==> src/rtl/core/nrcl_pkg.sv <==
// ----------------------------------------------------------------------------
// nrcl_pkg
// Shared types and constants for the narrowest-range calibration lookup.
// ----------------------------------------------------------------------------
package nrcl_pkg;

    localparam int NRCL_MAX_ENTRIES = 256;

    localparam int MODULE_W = 10;
    localparam int KEY_W    = MODULE_W + 1;
    localparam int RUN_W    = 16;
    localparam int DATA_W   = 32;

    typedef enum logic [1:0] {
        OP_CLEAR  = 2'd0,
        OP_INSERT = 2'd1,
        OP_LOOKUP = 2'd2
    } opcode_t;

    typedef enum logic [1:0] {
        STATUS_OK        = 2'd0,
        STATUS_NOT_FOUND = 2'd1,
        STATUS_FULL      = 2'd2
    } status_t;

    // One stored calibration entry.
    typedef struct packed {
        logic [KEY_W-1:0]         key;
        logic [RUN_W-1:0]         range_begin;
        logic [RUN_W-1:0]         range_end;
        logic signed [DATA_W-1:0] mean;
        logic signed [DATA_W-1:0] sigma;
    } entry_t;

    // Control from the sequencer to the best-match tracker.
    typedef struct packed {
        logic clear;
        logic check;
    } scan_ctl_t;

    // Running best match of a lookup.
    typedef struct packed {
        logic                     found;
        logic signed [DATA_W-1:0] mean;
        logic signed [DATA_W-1:0] sigma;
    } best_t;

endpackage

==> src/rtl/core/nrcl_best.sv <==
// ----------------------------------------------------------------------------
// nrcl_best
// Best-match tracker: checks one entry per cycle against the lookup key and
// run, and keeps the narrowest containing range seen so far.
// ----------------------------------------------------------------------------
module nrcl_best
    import nrcl_pkg::*;
(
    input  logic             clk,
    input  logic             rst_n,
    input  scan_ctl_t        ctl,
    input  entry_t           entry,
    input  logic [KEY_W-1:0] key,
    input  logic [RUN_W-1:0] run,
    output best_t            best
);

    logic                     found_reg, found_next;
    logic [RUN_W-1:0]         width_reg, width_next;
    logic signed [DATA_W-1:0] mean_reg, mean_next;
    logic signed [DATA_W-1:0] sigma_reg, sigma_next;
    logic                     hit;
    logic [RUN_W-1:0]         width;

    // A reversed range can never contain the run, so the width is only used
    // when end >= begin and needs no extra bit.
    assign hit   = (entry.key == key) && (run >= entry.range_begin) &&
                   (run <= entry.range_end);
    assign width = entry.range_end - entry.range_begin;

    always_comb
    begin
        found_next = found_reg;
        width_next = width_reg;
        mean_next  = mean_reg;
        sigma_next = sigma_reg;
        if (ctl.clear)
        begin
            found_next = 1'b0;
        end
        else if (ctl.check && hit && (!found_reg || width < width_reg))
        begin
            // Strictly narrower only, so the earlier entry wins a tie.
            found_next = 1'b1;
            width_next = width;
            mean_next  = entry.mean;
            sigma_next = entry.sigma;
        end
    end

    always_ff @(posedge clk or negedge rst_n)
    begin
        if (!rst_n)
        begin
            found_reg <= 1'b0;
        end
        else
        begin
            found_reg <= found_next;
        end
    end

    always_ff @(posedge clk)
    begin
        width_reg <= width_next;
        mean_reg  <= mean_next;
        sigma_reg <= sigma_next;
    end

    assign best.found = found_reg;
    assign best.mean  = mean_reg;
    assign best.sigma = sigma_reg;

endmodule

==> config.mk <==
export PLATFORM = sky130hd
export DESIGN_NAME = nrcl_best
export DESIGN_NICKNAME = d
export VERILOG_FILES = /design/src/rtl/core/nrcl_pkg.sv /design/src/rtl/core/nrcl_best.sv
export SDC_FILE = /design/constraint.sdc
export NUM_CORES = 1
export LEC_CHECK = 0
export BUFFER_PORTS_ARGS = -buffer_cell sky130_fd_sc_hd__buf_2
export CAP_MARGIN = 20
export CORE_MARGIN = 2
export CORE_UTILIZATION = 40
export DETAILED_ROUTE_END_ITERATION = 16
export PLACE_DENSITY = 0.8
export SLEW_MARGIN = 20
export SYNTH_ARGS = -nofsm -noshare
export SYNTH_HDL_FRONTEND = slang
export SYNTH_SLANG_ARGS = --single-unit
==> constraint.sdc <==
create_clock -name clk -period 6.4 [get_ports clk]
set_clock_uncertainty 0.15 [all_clocks]
set_input_delay 0 -clock clk [delete_from_list [all_inputs] [get_ports clk]]
set_output_delay 0 -clock clk [all_outputs]
set_load 0.01 [all_outputs]
Word-level counts from Yosys, hierarchy flattened. Index checks and enable logic that the tools add are counted.

Output and inout bits: 65. Register bits after elaboration: 81. Bits of input ports: 138. Word-level logic and storage cells: 20.

Bitwise logic cells: 1. Multiplexer cells: 2. Reductions and logical operators: 8. Magnitude comparators: 3. Add/subtract/negate cells: 1. Eq/ne operators: 1.

Operators with widths (count): >= comparator 16 bit (1); <= comparator 16 bit (1); less-than comparator 16 bit (1); subtractor 16 bit (1); equality test 11 bit (1); logical AND 1 bit (4); two-way mux 1 bit (2); AND reduction 2 bit (1); nonzero test 2 bit (1); logical NOT 1 bit (1); logical OR 1 bit (1); inverter 1 bit (1).

Longest topological paths before layout.
Depth in word-level cells: 7. Depth in mapped cells: 16.

Least setup slack after synthesis. Ideal clock, no wire load.

Kind: input to register. Start: in entry[64] in the netlist's numbering. End: reg mean_reg[0], enable pin. Data arrival time: 6.578 ns. Cell stages on the path: 16. Buffers on the path: 0. Path slack: -0.872 ns. Cell sequence: inv_1 -> ha_1 -> inv_1 -> fa_1 -> a21o_1 -> a41o_1 -> nor3_4 -> nor2_1 -> o21a_1 -> xor2_1 -> ha_1 -> and4_1 -> a221o_1 -> a31oi_1 -> o21ai_0 -> a21oi_1.

Cells in the longest elaborated chain, start to end: 5. Elaborated cells on any way between the ends: 8. Those cells by class: add/sub (1); order compare (2); reduce/logical (5).

Ends and longest elaborated chain: start: declaration (RTL line nrcl_best.sv:12) `input entry_t entry,`; subtractor 16 bit (RTL line nrcl_best.sv:29) `assign width = entry.range_end - entry.range_begin;`; net width[10] (RTL line nrcl_best.sv:23) `logic [RUN_W-1:0] width;`; less-than comparator 16 bit (RTL line nrcl_best.sv:41) `else if (ctl.check && hit && (!found_reg || width < width_reg))`; logical OR 1 bit (RTL line nrcl_best.sv:41); logical AND 1 bit (RTL line nrcl_best.sv:41); AND reduction 2 bit (no line); end signal: assignment (RTL line nrcl_best.sv:66) `mean_reg <= mean_next;`; end: declaration (RTL line nrcl_best.sv:20) `logic signed [DATA_W-1:0] mean_reg, mean_next;`.

The timed path passes the listed nets, and every way through them passes these cells. A chain may end at the register's enable or synchronous reset.

Worst setup path after layout.
Start: in entry[80] in the netlist's numbering. End: reg sigma_reg[26], enable pin.

Elaborated cells on any way between the ends: 9. Those cells by class: add/sub (1); order compare (2); reduce/logical (6).

RTL lines: subtractor 16 bit (RTL line nrcl_best.sv:29); net width[10] (RTL line nrcl_best.sv:23); less-than comparator 16 bit (RTL line nrcl_best.sv:41); logical OR 1 bit (RTL line nrcl_best.sv:41); logical AND 1 bit (RTL line nrcl_best.sv:41); AND reduction 2 bit (no line); end signal: assignment (RTL line nrcl_best.sv:67) `sigma_reg <= sigma_next;`; end: declaration (RTL line nrcl_best.sv:21) `logic signed [DATA_W-1:0] sigma_reg, sigma_next;`.

The timed path passes the listed nets, and every way through them passes these cells.

==> flow_summary_export.csv <==
group,metric,value,unit
finish,fin_nets,841,
sta,fin_tns_setup,0,ns
finish,regArea,2430,um^2
detailed_routing,drt_drc_violations_left,0,
sta,maxClockFrequency,0.216,GHz
sta,layout_worst_path_cycle_share,72.4,%
logic_synthesis,synth_top_cells_by_count,"sky130_fd_sc_hd__edfxtp_1 (80), sky130_fd_sc_hd__ha_1 (62), sky130_fd_sc_hd__inv_1 (51), sky130_fd_sc_hd__a21oi_1 (22), sky130_fd_sc_hd__xnor2_1 (18)",
finish,final_cell_area,6680,um^2
clocking,ctsLongestPathBuffers,2,
finish,final-instance-count-excl-fill,785,
finish,layout-drive-gt1-share,35.3,%
worst_hold_path,number_of_cells_traversed_by_the_worst_hold_path,3,
logic_synthesis,ys.warnings.count,0,
clocking,cts.sink_count,81,
clocking,cts_root_buf,"sky130_fd_sc_hd__clkbuf_16",
detailed_routing,overall_via_count_from_detail_route,3935,
critical_path,critical_path.startpoint_type,"input port",
detailed_routing,routed_via_density,5.01,
logic_synthesis,yosysTopAreaCellShare,53.3,%
logic_synthesis,seq_area_frac_synth,53.9,%
die,boundaryPins,203,
finish,area.growth.synth_to_final,48.2,%
placed_design,placed_area,5710,um^2
clocking,cts_htree_levels,3,
critical_path,worst-endpoint-required,6.24,ns
pwr,power.static_leakage,3.07,nW
logic_synthesis,yosys.area.top_type,"sky130_fd_sc_hd__edfxtp_1",
grt,grt_start_max_net_pins,65,
die,placementRows,38,
detailed_routing,totalWireLength,12.1,mm
worst_hold_path,worstHoldEndpoint,"width_reg[1]",
detailed_routing,wl_per_cell,15.4,um
detailed_routing,drtPass1Iterations,4,
sta,finalSetupViolations,0,
logic_synthesis,synth_nets,559,
placed_design,port_buffers,202,
sta,max_slew_margin,60.4,%
clocking,post_cts_hold_buffer_count,69,
sta,grt_setup_unrepaired,"false",
flow_run,cap_viol_max_count,0,
critical_path,worstPathMaxFanout,64,
logic_synthesis,avgSynthCellArea,12.6,um^2
logic_synthesis,netlist_area,4500,um^2
sta,finalWorstPathRequiredPeriod,4.63,ns
clocking,worst_skew_pair.late_latency,0.33,ns
critical_path,setup.worst_path.end_class,"flip-flop",
pwr,power_density,198,nW/um^2
critical_path,criticalPathCategory,"input port to flip-flop",
logic_synthesis,synth_top_flop_cell,"sky130_fd_sc_hd__edfxtp_1",
sta,max_slew.worst_pin.slew,0.592,ns
finish,nFillCells,851,
grt,first_global_vias,3983,
critical_path,reg2reg_depth,9,
die,dieHeight,110,um
logic_synthesis,ys_top_cells_by_area,"sky130_fd_sc_hd__edfxtp_1 (53%), sky130_fd_sc_hd__ha_1 (17%), sky130_fd_sc_hd__inv_1 (4.3%)",
detailed_routing,antenna_violating_nets_post_route,0,
die,coreArea,10900,um^2
critical_path,r2r_end,"sigma_reg[26]",
placed_design,hpwlAfterDp,8.91,mm
placed_design,place_congestion,0.825,
critical_path,crit-reg2reg-launch,"width_reg[9]",
critical_path,ff2ff_setup_slack,3.42,ns
logic_synthesis,synth.ff_latch_count,81,
placed_design,numPlacedInstances,700,
logic_synthesis,synth_enable_flop_cells,80,
placed_design,place_ws,1.88,ns
grt,grt_pass1_wl,18.0,mm
clocking,cts-resized-gates,0,
clocking,clk_pin_slew,0.06,ns
clocking,post-cts-setup-buffer-count,0,
detailed_routing,drt_iter0_markers,155,
worst_hold_path,holdCritPathClass,"input port to flip-flop",
logic_synthesis,postSynth.asyncResetShare,1.23,%
sta,pins_over_slew_limit,0,
die,die_area,12100,um^2
sta,timing_hold_violations_final,0,
clocking,tritoncts.num_buffers,9,
grt,globalRouteTotalUtil,19.3,%
critical_path,worst_ep_arrival_time,4.48,ns
sta,finalWorstSetupSlack,1.77,ns
finish,num_antenna_cells,0,
finish,multi_input_area,1890,um^2
pwr,power,1.32,mW
logic_synthesis,post-synth-top-count-cell,"sky130_fd_sc_hd__edfxtp_1",
clocking,cts_tree,"yes",
run_status,status,"completed",
logic_synthesis,postSynthCellCount,358,
die,fp.dieW,110,um
pwr,ir_worst_vdd,212,uV
grt,number_of_antenna_violations_at_the_first_check_in_global_routing,0,
logic_synthesis,synth.distinct_cells,49,
grt,overflow,0,
worst_hold_path,min_from,"entry[81]",
die,floorplan.initialDensity,41.2,%
-- cells by family after synthesis --
| logic type | synth area share [%] |
|---|---|
| compound gates | 11.3 |
| xor+xnor | 4.86 |
| fa+ha+maj | 17.7 |
| buf+inv | 4.42 |
| flops | 53.9 |
| simple gates | 7.89 |
-- where the power goes --
part / switching (mW) / total, mW / internal (mW)
clock: 0.201 / 0.464 / 0.263
sequential: 0.00000902 / 0.588 / 0.588
combinational: 0.129 / 0.268 / 0.139
total: 0.330 / 1.32 / 0.990
-- cell type report --
type,instances,area share (%)
well taps,140,2.62
repair buffers,272,25.8
clock buffers,10,3.43
multi-input cells,225,28.3
flip-flops and latches,81,36.4
inverters,51,2.87
clock inverters,6,0.637
-- critical path: stages --
cell and delay [ns]:
sky130_fd_sc_hd__dlygate4sd3_1 0.53, sky130_fd_sc_hd__buf_2 0.12, sky130_fd_sc_hd__ha_1 0.17, sky130_fd_sc_hd__inv_1 0.06, sky130_fd_sc_hd__fa_1 0.40, sky130_fd_sc_hd__a21o_1 0.19
sky130_fd_sc_hd__a41o_1 0.28, sky130_fd_sc_hd__nor3_4 0.21, sky130_fd_sc_hd__nor2_1 0.06, sky130_fd_sc_hd__o21a_1 0.21, sky130_fd_sc_hd__xor2_1 0.15, sky130_fd_sc_hd__ha_1 0.29
sky130_fd_sc_hd__and4_1 0.22, sky130_fd_sc_hd__a221o_1 0.34, sky130_fd_sc_hd__a31oi_1 0.12, sky130_fd_sc_hd__o21ai_0 0.16, sky130_fd_sc_hd__a21oi_4 0.54, sky130_fd_sc_hd__buf_12 0.39
-- layout by cell type (no fill, tap or decap), drive strengths merged, types with 5 or more instances in the layout --
master,instances
edfxtp,80
a21o,10
nand4,8
o21ai,11
clkbuf,10
a21oi,24
xnor2,18
dlygate4sd3,69
nor3,7
nand3,5
inv,52
nand2,15
xor2,7
nor2,11
buf,203
ha,62
-- worst max-delay path by stage --
stage	startpoint	endpoint	slack, ns	depth (start not counted)
detailed placement	entry[64]	mean_reg[13]	1.88	18
CTS	entry[80]	sigma_reg[26]	1.76	18
floorplan	entry[64]	mean_reg[0]	0.91	16
global route	entry[80]	mean_reg[23]	1.45	18
global placement	entry[64]	sigma_reg[31]	2.03	18
finish	entry[80]	sigma_reg[26]	1.77	18
-- metrics by stage --
step	util (%)	hold WS, ns
detailed placement	52.2	-0.373
global placement	52.2	-0.374
CTS	61.0	0.0434
floorplan	-	-0.446
finish	61.0	0.0521
global route	61.0	0.0666
-- per-layer routing --
| metal | wire length [um] | GRT usage (%) | share of wire [%] |
|---|---|---|---|
| met5 | 0 | 0 | 0 |
| met1 | 4440 | 19.8 | 37 |
| met3 | 1010 | 3.59 | 8.4 |
| met4 | 327 | 7.59 | 2.7 |
| met2 | 6340 | 38.1 | 52 |
Note: power is estimated with default switching activity, not from simulation.
