===== src/rtl/core/nrcl_ram.sv =====
// ----------------------------------------------------------------------------
// nrcl_ram
// Generic single-write, single-read synchronous RAM with registered read data.
// ----------------------------------------------------------------------------
module nrcl_ram #(
    parameter int WIDTH = 8,
    parameter int DEPTH = 16
) (
    input  logic                     clk,
    input  logic                     we,
    input  logic [$clog2(DEPTH)-1:0] waddr,
    input  logic [WIDTH-1:0]         wdata,
    input  logic                     re,
    input  logic [$clog2(DEPTH)-1:0] raddr,
    output logic [WIDTH-1:0]         rdata
);

    logic [WIDTH-1:0] mem [DEPTH];
    logic [WIDTH-1:0] rdata_reg;

    always_ff @(posedge clk)
    begin
        if (we)
        begin
            mem[waddr] <= wdata;
        end
        if (re)
        begin
            rdata_reg <= mem[raddr];
        end
    end

    assign rdata = rdata_reg;

endmodule


===== config.mk =====
export PLATFORM = sky130hd
export DESIGN_NAME = nrcl_ram
export DESIGN_NICKNAME = d
export VERILOG_FILES = /design/src/rtl/core/nrcl_ram.sv
export SDC_FILE = /design/constraint.sdc
export NUM_CORES = 1
export LEC_CHECK = 0
export BUFFER_PORTS_ARGS = -buffer_cell sky130_fd_sc_hd__buf_2
export CORE_MARGIN = 1.5
export CORE_UTILIZATION = 60
export DETAILED_ROUTE_END_ITERATION = 12
export GPL_TIMING_DRIVEN = 0
export PLACE_DENSITY = 0.82
export SYNTH_ARGS = -nofsm -noshare
export SYNTH_HDL_FRONTEND = slang
export SYNTH_SLANG_ARGS = --single-unit

===== constraint.sdc =====
create_clock -name clk -period 1.9 [get_ports clk]
set_input_delay 0.095 -clock clk [delete_from_list [all_inputs] [get_ports clk]]
set_output_delay 0.095 -clock clk [all_outputs]
set_load 0.02 [all_outputs]

* Yosys cells after proc, flatten, opt, wreduce, memory -nomap -nowiden *
Memory sizes are Yosys's and may differ from the RTL's. A register that Yosys moved wholly into a read port is not among the register bits.
Index checks and enable logic that the tools add are counted.

storage, ports and cells
  output and inout port bits = 8
  bits in writable memories = 128
  memories = 1
  flip-flop bits (word level) = 0

memory list
  name  depth  bits a word  rd ports  clocked after memory_dff  wr ports  line  text
  mem   16     8            1         1                         1         18    logic [WIDTH-1:0] mem [DEPTH];

operators by class
  mux-type cells = 2

operator list
  cell               count
  two-way mux 1 bit  2

* Logic depth before layout (Yosys ltp) *
Gate-level depths: netlist of the first run.

  word-level depth = 2
  mapped depth = 5
  gate-level depth less buffers = 3

* Worst setup path after synthesis of the first run *
Ideal clock, no wire load.

  kind = input -> register
  start = in waddr[2]
  end = mem mem[0][0], enable pin
  required time = 1.517 ns
  setup slack = 0.312 ns
  cell stages on the path = 2
  setup time = 0.383 ns
  arrival = 1.205 ns
  buffers on the path = 0
  path through = or3b_2 -> nor3_1

RTL lines
  item                line  text
  start: declaration  11    input logic [$clog2(DEPTH)-1:0] waddr,
  end: declaration    18

Straight into the memory's write port.

==> flow_summary.ini, run 1 <==
[status]
run_status = finished clean

[sta]
hold_violations = 0
setup_viol = 0
period_share_pct = 88.5
period_needed_ps = 1680
slew_violations = 0
finClkSkew_ps = 6.86
fin_ws_ps = 218
rsz0062_at_grt = false
fmax_ghz = 0.594
finalHoldWorstSlack_ps = 194
max_slew.worst_pin.slew_ps = 1270
max-slew-margin-rel_pct = 14.9

[floorplanning]
die_x_um = 96.3
io_pins = 27
core_area_sq_um = 8340
dieArea_sq_um = 9280
core.rowCount = 33
dieHeight_um = 96.3
initial_core_util_pct = 62.7

[clock_tree]
ctsHtreeMaxLevel = 4
clk_pin_slew_ps = 60
ctsRootBufferMaster = clkbuf_8
cts_resized = 0
cts_tree = built
numCtsBuffers = 17
clock_path_buffers = 2
cts_sinks = 136
clk_latency_ps = 510

[routing]
drtAntennaViolNets = 0
wl_um = 11000
drc = 0
first_iter_violations = 387
first_pass_iters = 5
viasPerCell = 6.69
num_vias = 2662
wire_per_inst_um = 27.5

[synthesis]
ys_seq_area_share_pct = 78.1
synth_seq_cells = 136
synth_fa_ha_area_share_pct = 0
postSynthAreaPerCell_sq_um = 22.8
yosys_warnings = 0
synth_xor_area_share_pct = 0
synth_area_sq_um = 5230
synth_mux_area_share_pct = 14.8
synth_nets = 248
synth_cells = 229
synth_top_family_by_area = multiplexers
synthSimpleGateAreaFrac_pct = 3.14
synth_cell_types = 18
synth_compound_area_share_pct = 2.30

[critical_path]
critical_path_class = reg -> reg
r2r_start = mem[3][7]
timing.rr.end = rdata[7]
critPathMaxFanout = 1
worstPathRequired_ps = 2150
end_kind = flip-flop
cp-start-kind = flip-flop
r2r_slack_ps = 220
cp_data_arrival_time_ps = 1930
rr_worst_depth = 3

[global_routing]
grt_max_degree = 17
antenna_found_initial = 0
overflow = 0
grt_pass1_wl_um = 16200
grt_pass1_vias = 2610
grt_usage_pct = 27.2

[job]
drv_cap = 0

[min_path]
hp-class = in -> reg
holdPathStages = 4
worstHoldEndpoint = rdata[0]
hp-start = raddr[1]

[finish]
area_delta_synth_final_pct = 18.5
fillers = 449
drive_gt1_share_pct = 27.0
largest_reg_flops = 128
nNetsFinal = 301
n_antenna_cell = 0

[place]
gp_congestion = 0.730
detailed_place_hpwl_um = 6130
pre_cts_slack_ps = -230
io_buffers = 25

[pwr]
power.total_uw = 7220
p_leak_uw = 0.00210
vdd_drop_max_uv = 1030
cellPowerDensity_nw_per_um2 = 1170
per-layer routing:
layer | up-vias | global-route usage, % | wire [um]
met5 | - | 0 | 0
li1 | 1083 | - | -
met4 | 0 | 12.9 | 339
met2 | 187 | 39.9 | 5130
met1 | 1367 | 37.8 | 4390
met3 | 25 | 8.37 | 1090
how the worst max path moves through the flow:
| stage | startpoint | endpoint | slack (ps) | depth (start not counted) |
|---|---|---|---|---|
| final | mem[3][7] | rdata[7] | 220 | 3 |
| after global routing | mem[3][7] | rdata[7] | 190 | 3 |
| after CTS | mem[3][7] | rdata[7] | 240 | 3 |
| after detailed placement | waddr[2] | mem[0][7] | -230 | 3 |
| after global placement | waddr[2] | mem[0][0] | -180 | 3 |
| after floorplan | waddr[2] | mem[0][0] | 310 | 2 |
cell usage in the layout (no fill, tap or decap), types with 6 or more instances in the layout:
cell type      count
edfxtp_1         136
buf_2             28
mux4_2            18
a22oi_1           16
clkbuf_16         16
mux4_1            14
nor2_1            13
nand2_1            9
dlygate4sd3_1      9
bufinv_16          6
cells by family (layout without fill, tap and decap cells):
family	count (synthesis)	count (layout)
and+or+nand+nor	35	35
DFF	136	136
buffers and inverters	10	74
muxes	32	32
AOI/OAI and AO/OA	16	16
power breakdown:
part | internal, uW | switching, uW | total, uW
registers | 3380 | 20.0 | 3400
logic | 143 | 215 | 357
clock network | 2350 | 1110 | 3460
total | 5880 | 1340 | 7220
repair_timing:
item | 4_1_cts | 5_1_grt
buffers inserted | 0 | 0
endpoints found under the hold margin | 135 | 0
endpoints found under the setup margin | 0 | 0
hold buffers | 9 | 0
worst max-delay path, cell delays in order (launching register included):
cell,delay [ps]
edfxtp_1,410
mux4_2,510
a22oi_1,380
nand2_1,120
cell usage after synthesis, drive strengths merged:
| cell | instances | share of area (%) |
|---|---|---|
| nor2b | 1 | 0.12 |
| buf | 7 | 1.1 |
| and2 | 1 | 0.12 |
| nand3 | 1 | 0.096 |
| edfxtp | 136 | 78 |
| nor2 | 13 | 0.93 |
| nand2 | 9 | 0.65 |
| and2b | 1 | 0.14 |
| nand2b | 2 | 0.24 |
| or3b | 1 | 0.17 |
| clkdlybuf4s25 | 3 | 0.57 |
| nor3 | 4 | 0.38 |
| mux4 | 32 | 15 |
| a22oi | 16 | 2.3 |
| nand3b | 2 | 0.29 |
final cells by class:
class	instances	area, sq um	area share [%]
Clock inverter	13	209	3.37
Multi-Input combinational cell	83	1060	17.1
Sequential cell	136	4080	65.9
Timing Repair Buffer	34	215	3.47
Clock buffer	17	414	6.68
Buffer	10	86.3	1.39
Tap cell	105	131	2.12
through the flow:
stage	utilization, %	area, sq um	instances	TNS [ps]
global placement	65.8	5480	359	-1480
detailed placement	65.8	5480	359	-1860
floorplan	-	5230	229	0
global route	74.3	6200	398	0
finish	74.3	6200	398	0
CTS	74.3	6200	398	0
Note: power is estimated with default switching activity, not from simulation.
==> inputs of run 2 (changes only) <==
--- a/config.mk
+++ b/config.mk
@@ -9,8 +9,9 @@
 export CORE_MARGIN = 1.5
 export CORE_UTILIZATION = 60
 export DETAILED_ROUTE_END_ITERATION = 12
+export GPL_ROUTABILITY_DRIVEN = 0
 export GPL_TIMING_DRIVEN = 0
-export PLACE_DENSITY = 0.82
+export PLACE_DENSITY = 0.77
 export SYNTH_ARGS = -nofsm -noshare
 export SYNTH_HDL_FRONTEND = slang
 export SYNTH_SLANG_ARGS = --single-unit
==> run 2 against run 1 <==
  * Critical path depth unchanged
  * Fmax increased by 4.3%
  * Design area shrank 0.16%
  * Clock-buffer cell count is 2 higher
  * Non-clock buffer count grew 1
  * Sequential cell count stayed put
  * Largest cell class unchanged
==> flow_summary.ini, run 2 (synthesis results as in run 1) <==
[routing]
drtAntennaViolNets = 0
first_pass_iters = 4
wl_um = 9980
wire_per_inst_um = 24.9
num_vias = 2490
first_iter_violations = 344
drc = 0
viasPerCell = 6.21

[place]
place_area_sq_um = 5480
detailed_place_hpwl_um = 5760
io_buffers = 25
pre_cts_slack_ps = -268

[clock_tree]
ctsRootBufferMaster = clkbuf_8
clk_pin_slew_ps = 60
cts_sinks = 136
cts_setup_buffers = 0
clk_latency_ps = 510
cts_resized = 0
ctsHtreeMaxLevel = 4
numCtsBuffers = 17
clock_path_buffers = 2
cts_tree = built

[sta]
slew_violations = 0
period_share_pct = 84.9
rsz0062_at_grt = false
fmax_ghz = 0.620
max_slew.worst_pin.slew_ps = 1250
setup_viol = 0
hold_violations = 0
finalSetupTns_ps = 0
period_needed_ps = 1610
max-slew-margin-rel_pct = 16.0
fin_ws_ps = 287
finClkSkew_ps = 6.67

[critical_path]
critical_path_class = reg -> reg
cp_data_arrival_time_ps = 1860
critPathMaxFanout = 1
worstPathRequired_ps = 2150
cp-startpoint = mem[5][0]
cp-start-kind = flip-flop
r2r_start = mem[5][0]
end_kind = flip-flop

[min_path]
hp-start = waddr[0]
hp-class = in -> reg

[finish]
largest_reg_flops = 128
area_delta_synth_final_pct = 18.4
nNetsFinal = 302
seqCellArea_sq_um = 4080
final_common_cell = edfxtp_1
multi_input_area_sq_um = 1060
n_antenna_cell = 0
fillers = 461
final_area_sq_um = 6190
drive_gt1_share_pct = 28.7
mostFrequentLayoutCells = 136 x edfxtp_1, 28 x buf_2, 18 x mux4_2, 16 x a22oi_1, 16 x clkbuf_16

[floorplanning]
io_pins = 27
die_x_um = 96.3
core.rowCount = 33
core_area_sq_um = 8340
initial_core_util_pct = 62.7
dieArea_sq_um = 9280
dieHeight_um = 96.3

[pwr]
p_leak_uw = 0.00208
vdd_drop_max_uv = 913
cellPowerDensity_nw_per_um2 = 1140

[global_routing]
grt_pass1_vias = 2375
grt_max_degree = 17
antenna_found_initial = 0
grt_usage_pct = 24.2
overflow = 0
grt_pass1_wl_um = 14500

[job]
drv_cap = 0

[status]
run_status = finished clean
[run 2: layer usage]
metal  vias to the layer above  share of wire, %  GRT usage, %
met5                         -                 0             0
met4                         0              0.48          8.70
met3                         5               7.1          6.40
met2                       111                47          34.4
met1                      1285                45          36.7
li1                       1089                 -             -
[run 2: repair_timing]
item | in CTS | in global routing
setup endpoints to repair | 0 | 0
hold endpoints to repair | 136 | 0
hold buffers | 9 | 0
[run 2: stage by stage]
stage                     std cells  utilization, %  hold WS (ps)  power [uW]
after floorplan                 229               -           194        3650
after global routing            401            74.2          44.8        7200
after CTS                       400            74.0           127        7050
after detailed placement        359            65.8           455        3790
final                           401            74.2          59.3        7030
after global placement          359            65.8           447        3770
[run 2: path summary, 6_finish.rpt]
kind / end / slack, ps / cells past startpoint
setup / recovery: rdata[0] / 290 / 3
hold / removal: mem[0][5] / 60 / 2
setup reg to reg: rdata[0] / 290 / 3
hold reg to reg: rdata[3] / 780 / 3
[run 2: report_power, final]
part | internal, uW | switching, uW | total [uW]
clock | 2120 | 1160 | 3280
combinational | 143 | 205 | 348
sequential | 3380 | 16.3 | 3400
total | 5640 | 1380 | 7030
[run 2: critical path, cell delays in order, from the launching register on]
cell and delay (ps):
edfxtp_1 360, mux4_1 570, a22oi_1 300, nand2_1 130
[run 2: area by class of cell]
| class | count | share of cell area, % |
|---|---|---|
| multi-input combinational | 83 | 17.2 |
| clock buffer | 19 | 6.81 |
| tap | 105 | 2.12 |
| clock inverter | 13 | 2.89 |
| timing repair buffer | 35 | 3.60 |
| sequential | 136 | 66.0 |
| buffer | 10 | 1.40 |
==> inputs of run 3 (changes only) <==
--- a/config.mk
+++ b/config.mk
@@ -5,13 +5,14 @@
 export SDC_FILE = /design/constraint.sdc
 export NUM_CORES = 1
 export LEC_CHECK = 0
+export ABC_AREA = 1
 export BUFFER_PORTS_ARGS = -buffer_cell sky130_fd_sc_hd__buf_2
 export CORE_MARGIN = 1.5
-export CORE_UTILIZATION = 60
+export CORE_UTILIZATION = 55
 export DETAILED_ROUTE_END_ITERATION = 12
 export GPL_ROUTABILITY_DRIVEN = 0
 export GPL_TIMING_DRIVEN = 0
-export PLACE_DENSITY = 0.77
+export PLACE_DENSITY = 0.74
 export SYNTH_ARGS = -nofsm -noshare
 export SYNTH_HDL_FRONTEND = slang
 export SYNTH_SLANG_ARGS = --single-unit
==> constraint.sdc (replaced) <==
create_clock -name clk -period 1.35 [get_ports clk]
set_input_delay 0.0675 -clock clk [delete_from_list [all_inputs] [get_ports clk]]
set_output_delay 0.0675 -clock clk [all_outputs]
set_load 0.02 [all_outputs]
==> run 3 against run 2 <==
  * Critical path depth increased by 3
  * Sequential power increased by 41%
  * Worst setup slack got worse by 100 ps
  * Largest power group unchanged
==> flow_summary.ini, run 3 <==
[pwr]
p_clk_share_pct = 45.7
power_switching_uw = 2230
cellPowerDensity_nw_per_um2 = 1470
power_frac_comb_pct = 6.5
vdd_drop_max_uv = 847
p_sw_share_pct = 22.3
p_leak_uw = 0.00294
p_int_uw = 7770
power_frac_seq_pct = 47.8

[critical_path]
max_stage_delay_ps = 370
cp.buffers_inverters = 1
cp_data_arrival_time_ps = 1440
end_kind = flip-flop
cp_common_cell = nand3_1
worstPathRequired_ps = 1620
cp_slowest_cell = edfxtp_1
critPathTopFamily = simple AND/OR/NAND/NOR gates
crit_chain = inv_1 > nand2_1 > nand3_1 > nand3_1 > nand3_1 > nand2_1
r2r_slack_ps = 180
critPathMaxFanout = 1
critical_path_class = reg -> reg
cp-start-kind = flip-flop

[sta]
fmax_ghz = 0.858
finalHoldWorstSlack_ps = 44.2
period_needed_ps = 1170
hold_violations = 0
slew_violations = 0
setup_viol = 0
max_slew.worst_pin.slew_ps = 977
finClkSkew_ps = 7.89
rsz0062_at_grt = false
period_share_pct = 86.4
max-slew-margin-rel_pct = 34.6

[clock_tree]
ctsRootBufferMaster = clkbuf_8
numCtsBuffers = 17
cts_setup_buffers = 0
cts_sinks = 136
cts_tree = built
ctsHtreeMaxLevel = 4
clock_path_buffers = 2
clk_latency_ps = 530
clk_pin_slew_ps = 60

[routing]
drtAntennaViolNets = 0
first_iter_violations = 472
drc = 0
wl_um = 13500
viasPerCell = 5.39
wire_per_inst_um = 17.9
num_vias = 4046
first_pass_iters = 5

[global_routing]
grt_max_degree = 17
grt_pass1_vias = 3899
grt_pass1_wl_um = 20800
grt_usage_pct = 26.0
antenna_found_initial = 0
overflow = 0

[place]
io_buffers = 23
detailed_place_hpwl_um = 8620

[synthesis]
yosysTopAreaCellShare_pct = 69.8
synth-main-ff-cell = edfxtp_1
synth_edf_count = 136
yosys-top-cells-count = 173 x nand2_1, 136 x edfxtp_1, 100 x inv_1
synth_nets = 570
ys_top_cells_by_area = edfxtp_1 70%, nand2_1 11%, nand3_1 8.3%
synth_cells = 551
synth_cell_types = 11
synth_seq_cells = 136
yosys.area.top_type = edfxtp_1
synthMostInstantiatedCell = nand2_1
async_flop_share_pct = 0
postSynthAreaPerCell_sq_um = 10.6
ys_seq_area_share_pct = 69.8
synth_area_sq_um = 5850
yosys_warnings = 0

[min_path]
hp-class = in -> reg

[finish]
fillers = 762
area_delta_synth_final_pct = 16.5
largest_reg_flops = 128
n_antenna_cell = 0
utilization_pct = 66.0
nNetsFinal = 621
final_common_cell = nand2_1
drive_gt1_share_pct = 12.8
mostFrequentLayoutCells = 173 x nand2_1, 136 x edfxtp_1, 100 x inv_1, 97 x nand3_1, 36 x buf_2

[status]
run_status = finished clean

[floorplanning]
dieHeight_um = 106
core.rowCount = 37
initial_core_util_pct = 56.6
io_pins = 27
dieArea_sq_um = 11300
core_area_sq_um = 10300
die_x_um = 106

[job]
drv_cap = 0
## run 3: changes by cell type in the layout (fill, tap and decap cells not counted), moves of 3 or more
cell and delta:
a22oi_1 -16, nand3_1 +96, clkdlybuf4s25_2 -3, buf_6 +3
nor3_1 -3, nor2_1 +4, nand2_1 +164, mux4_1 -14
mux4_2 -18, buf_4 +3, inv_1 +100, buf_2 +8
## run 3: path summary, 6_finish.rpt
path,startpoint,to,cells past startpoint
max reg2reg,mem[11][1],rdata[1],6
min reg2reg,mem[7][4],rdata[4],6
max,mem[11][1],rdata[1],6
min,raddr[2],rdata[4],4
## run 3: layout make-up
type | instances | area, sq um | area share, %
Sequential cell | 136 | 4080 | 59.9
Multi-Input combinational cell | 289 | 1210 | 17.8
Clock buffer | 17 | 414 | 6.08
Inverter | 102 | 383 | 5.62
Timing Repair Buffer | 32 | 205 | 3.01
Clock inverter | 15 | 178 | 2.61
Tap cell | 136 | 170 | 2.50
Buffer | 24 | 166 | 2.44
## run 3: worst reg2reg max path, stage by stage (launching register included)
cell and delay, ps:
edfxtp_1 370, inv_1 70, nand2_1 40, nand3_1 110, nand3_1 80, nand3_1 140
nand2_1 100
## run 3: what timing repair did
item | in CTS | in global routing
hold buffers | 9 | 0
endpoints found under the hold margin | 136 | 0
resized for setup | 0 | 0
## run 3: routing by layer
layer / up-vias / part of all wire [%] / GRT usage, %
li1: 1884 / - / -
met1: 1880 / 40 / 35.0
met2: 251 / 46 / 39.6
met3: 31 / 11 / 6.81
met4: 0 / 2.7 / 12.7
met5: - / 0 / 0
## run 3: through the flow
| stage | setup slack [ps] | total power (uW) | setup TNS (ps) | std cells | area (sq um) |
|---|---|---|---|---|---|
| 6_report | 184 | 9990 | 0 | 751 | 6810 |
| 5_1_grt | 107 | 10300 | 0 | 751 | 6810 |
| 4_1_cts | 192 | 10000 | 0 | 751 | 6810 |
| 3_5_place_dp | -258 | 5480 | -10530 | 710 | 6130 |
| 3_3_place_gp | -168 | 5470 | -7740 | 710 | 6130 |
| 2_1_floorplan | 332 | 5230 | 0 | 551 | 5850 |
## run 3: kinds of logic (layout without fill, tap and decap cells)
kind of cell,Yosys count,in the layout,synth area share (%)
buf+inv,126,190,9.39
flops,136,136,69.8
simple gates,289,289,20.8
## run 3: power by group through the flow
stage	clock network, uW	registers [uW]	logic (uW)
floorplan	0	4890	333
detailed placement	0	4870	613
global route	4770	4790	708
finish	4570	4780	648
CTS	4580	4780	638
global placement	0	4860	602
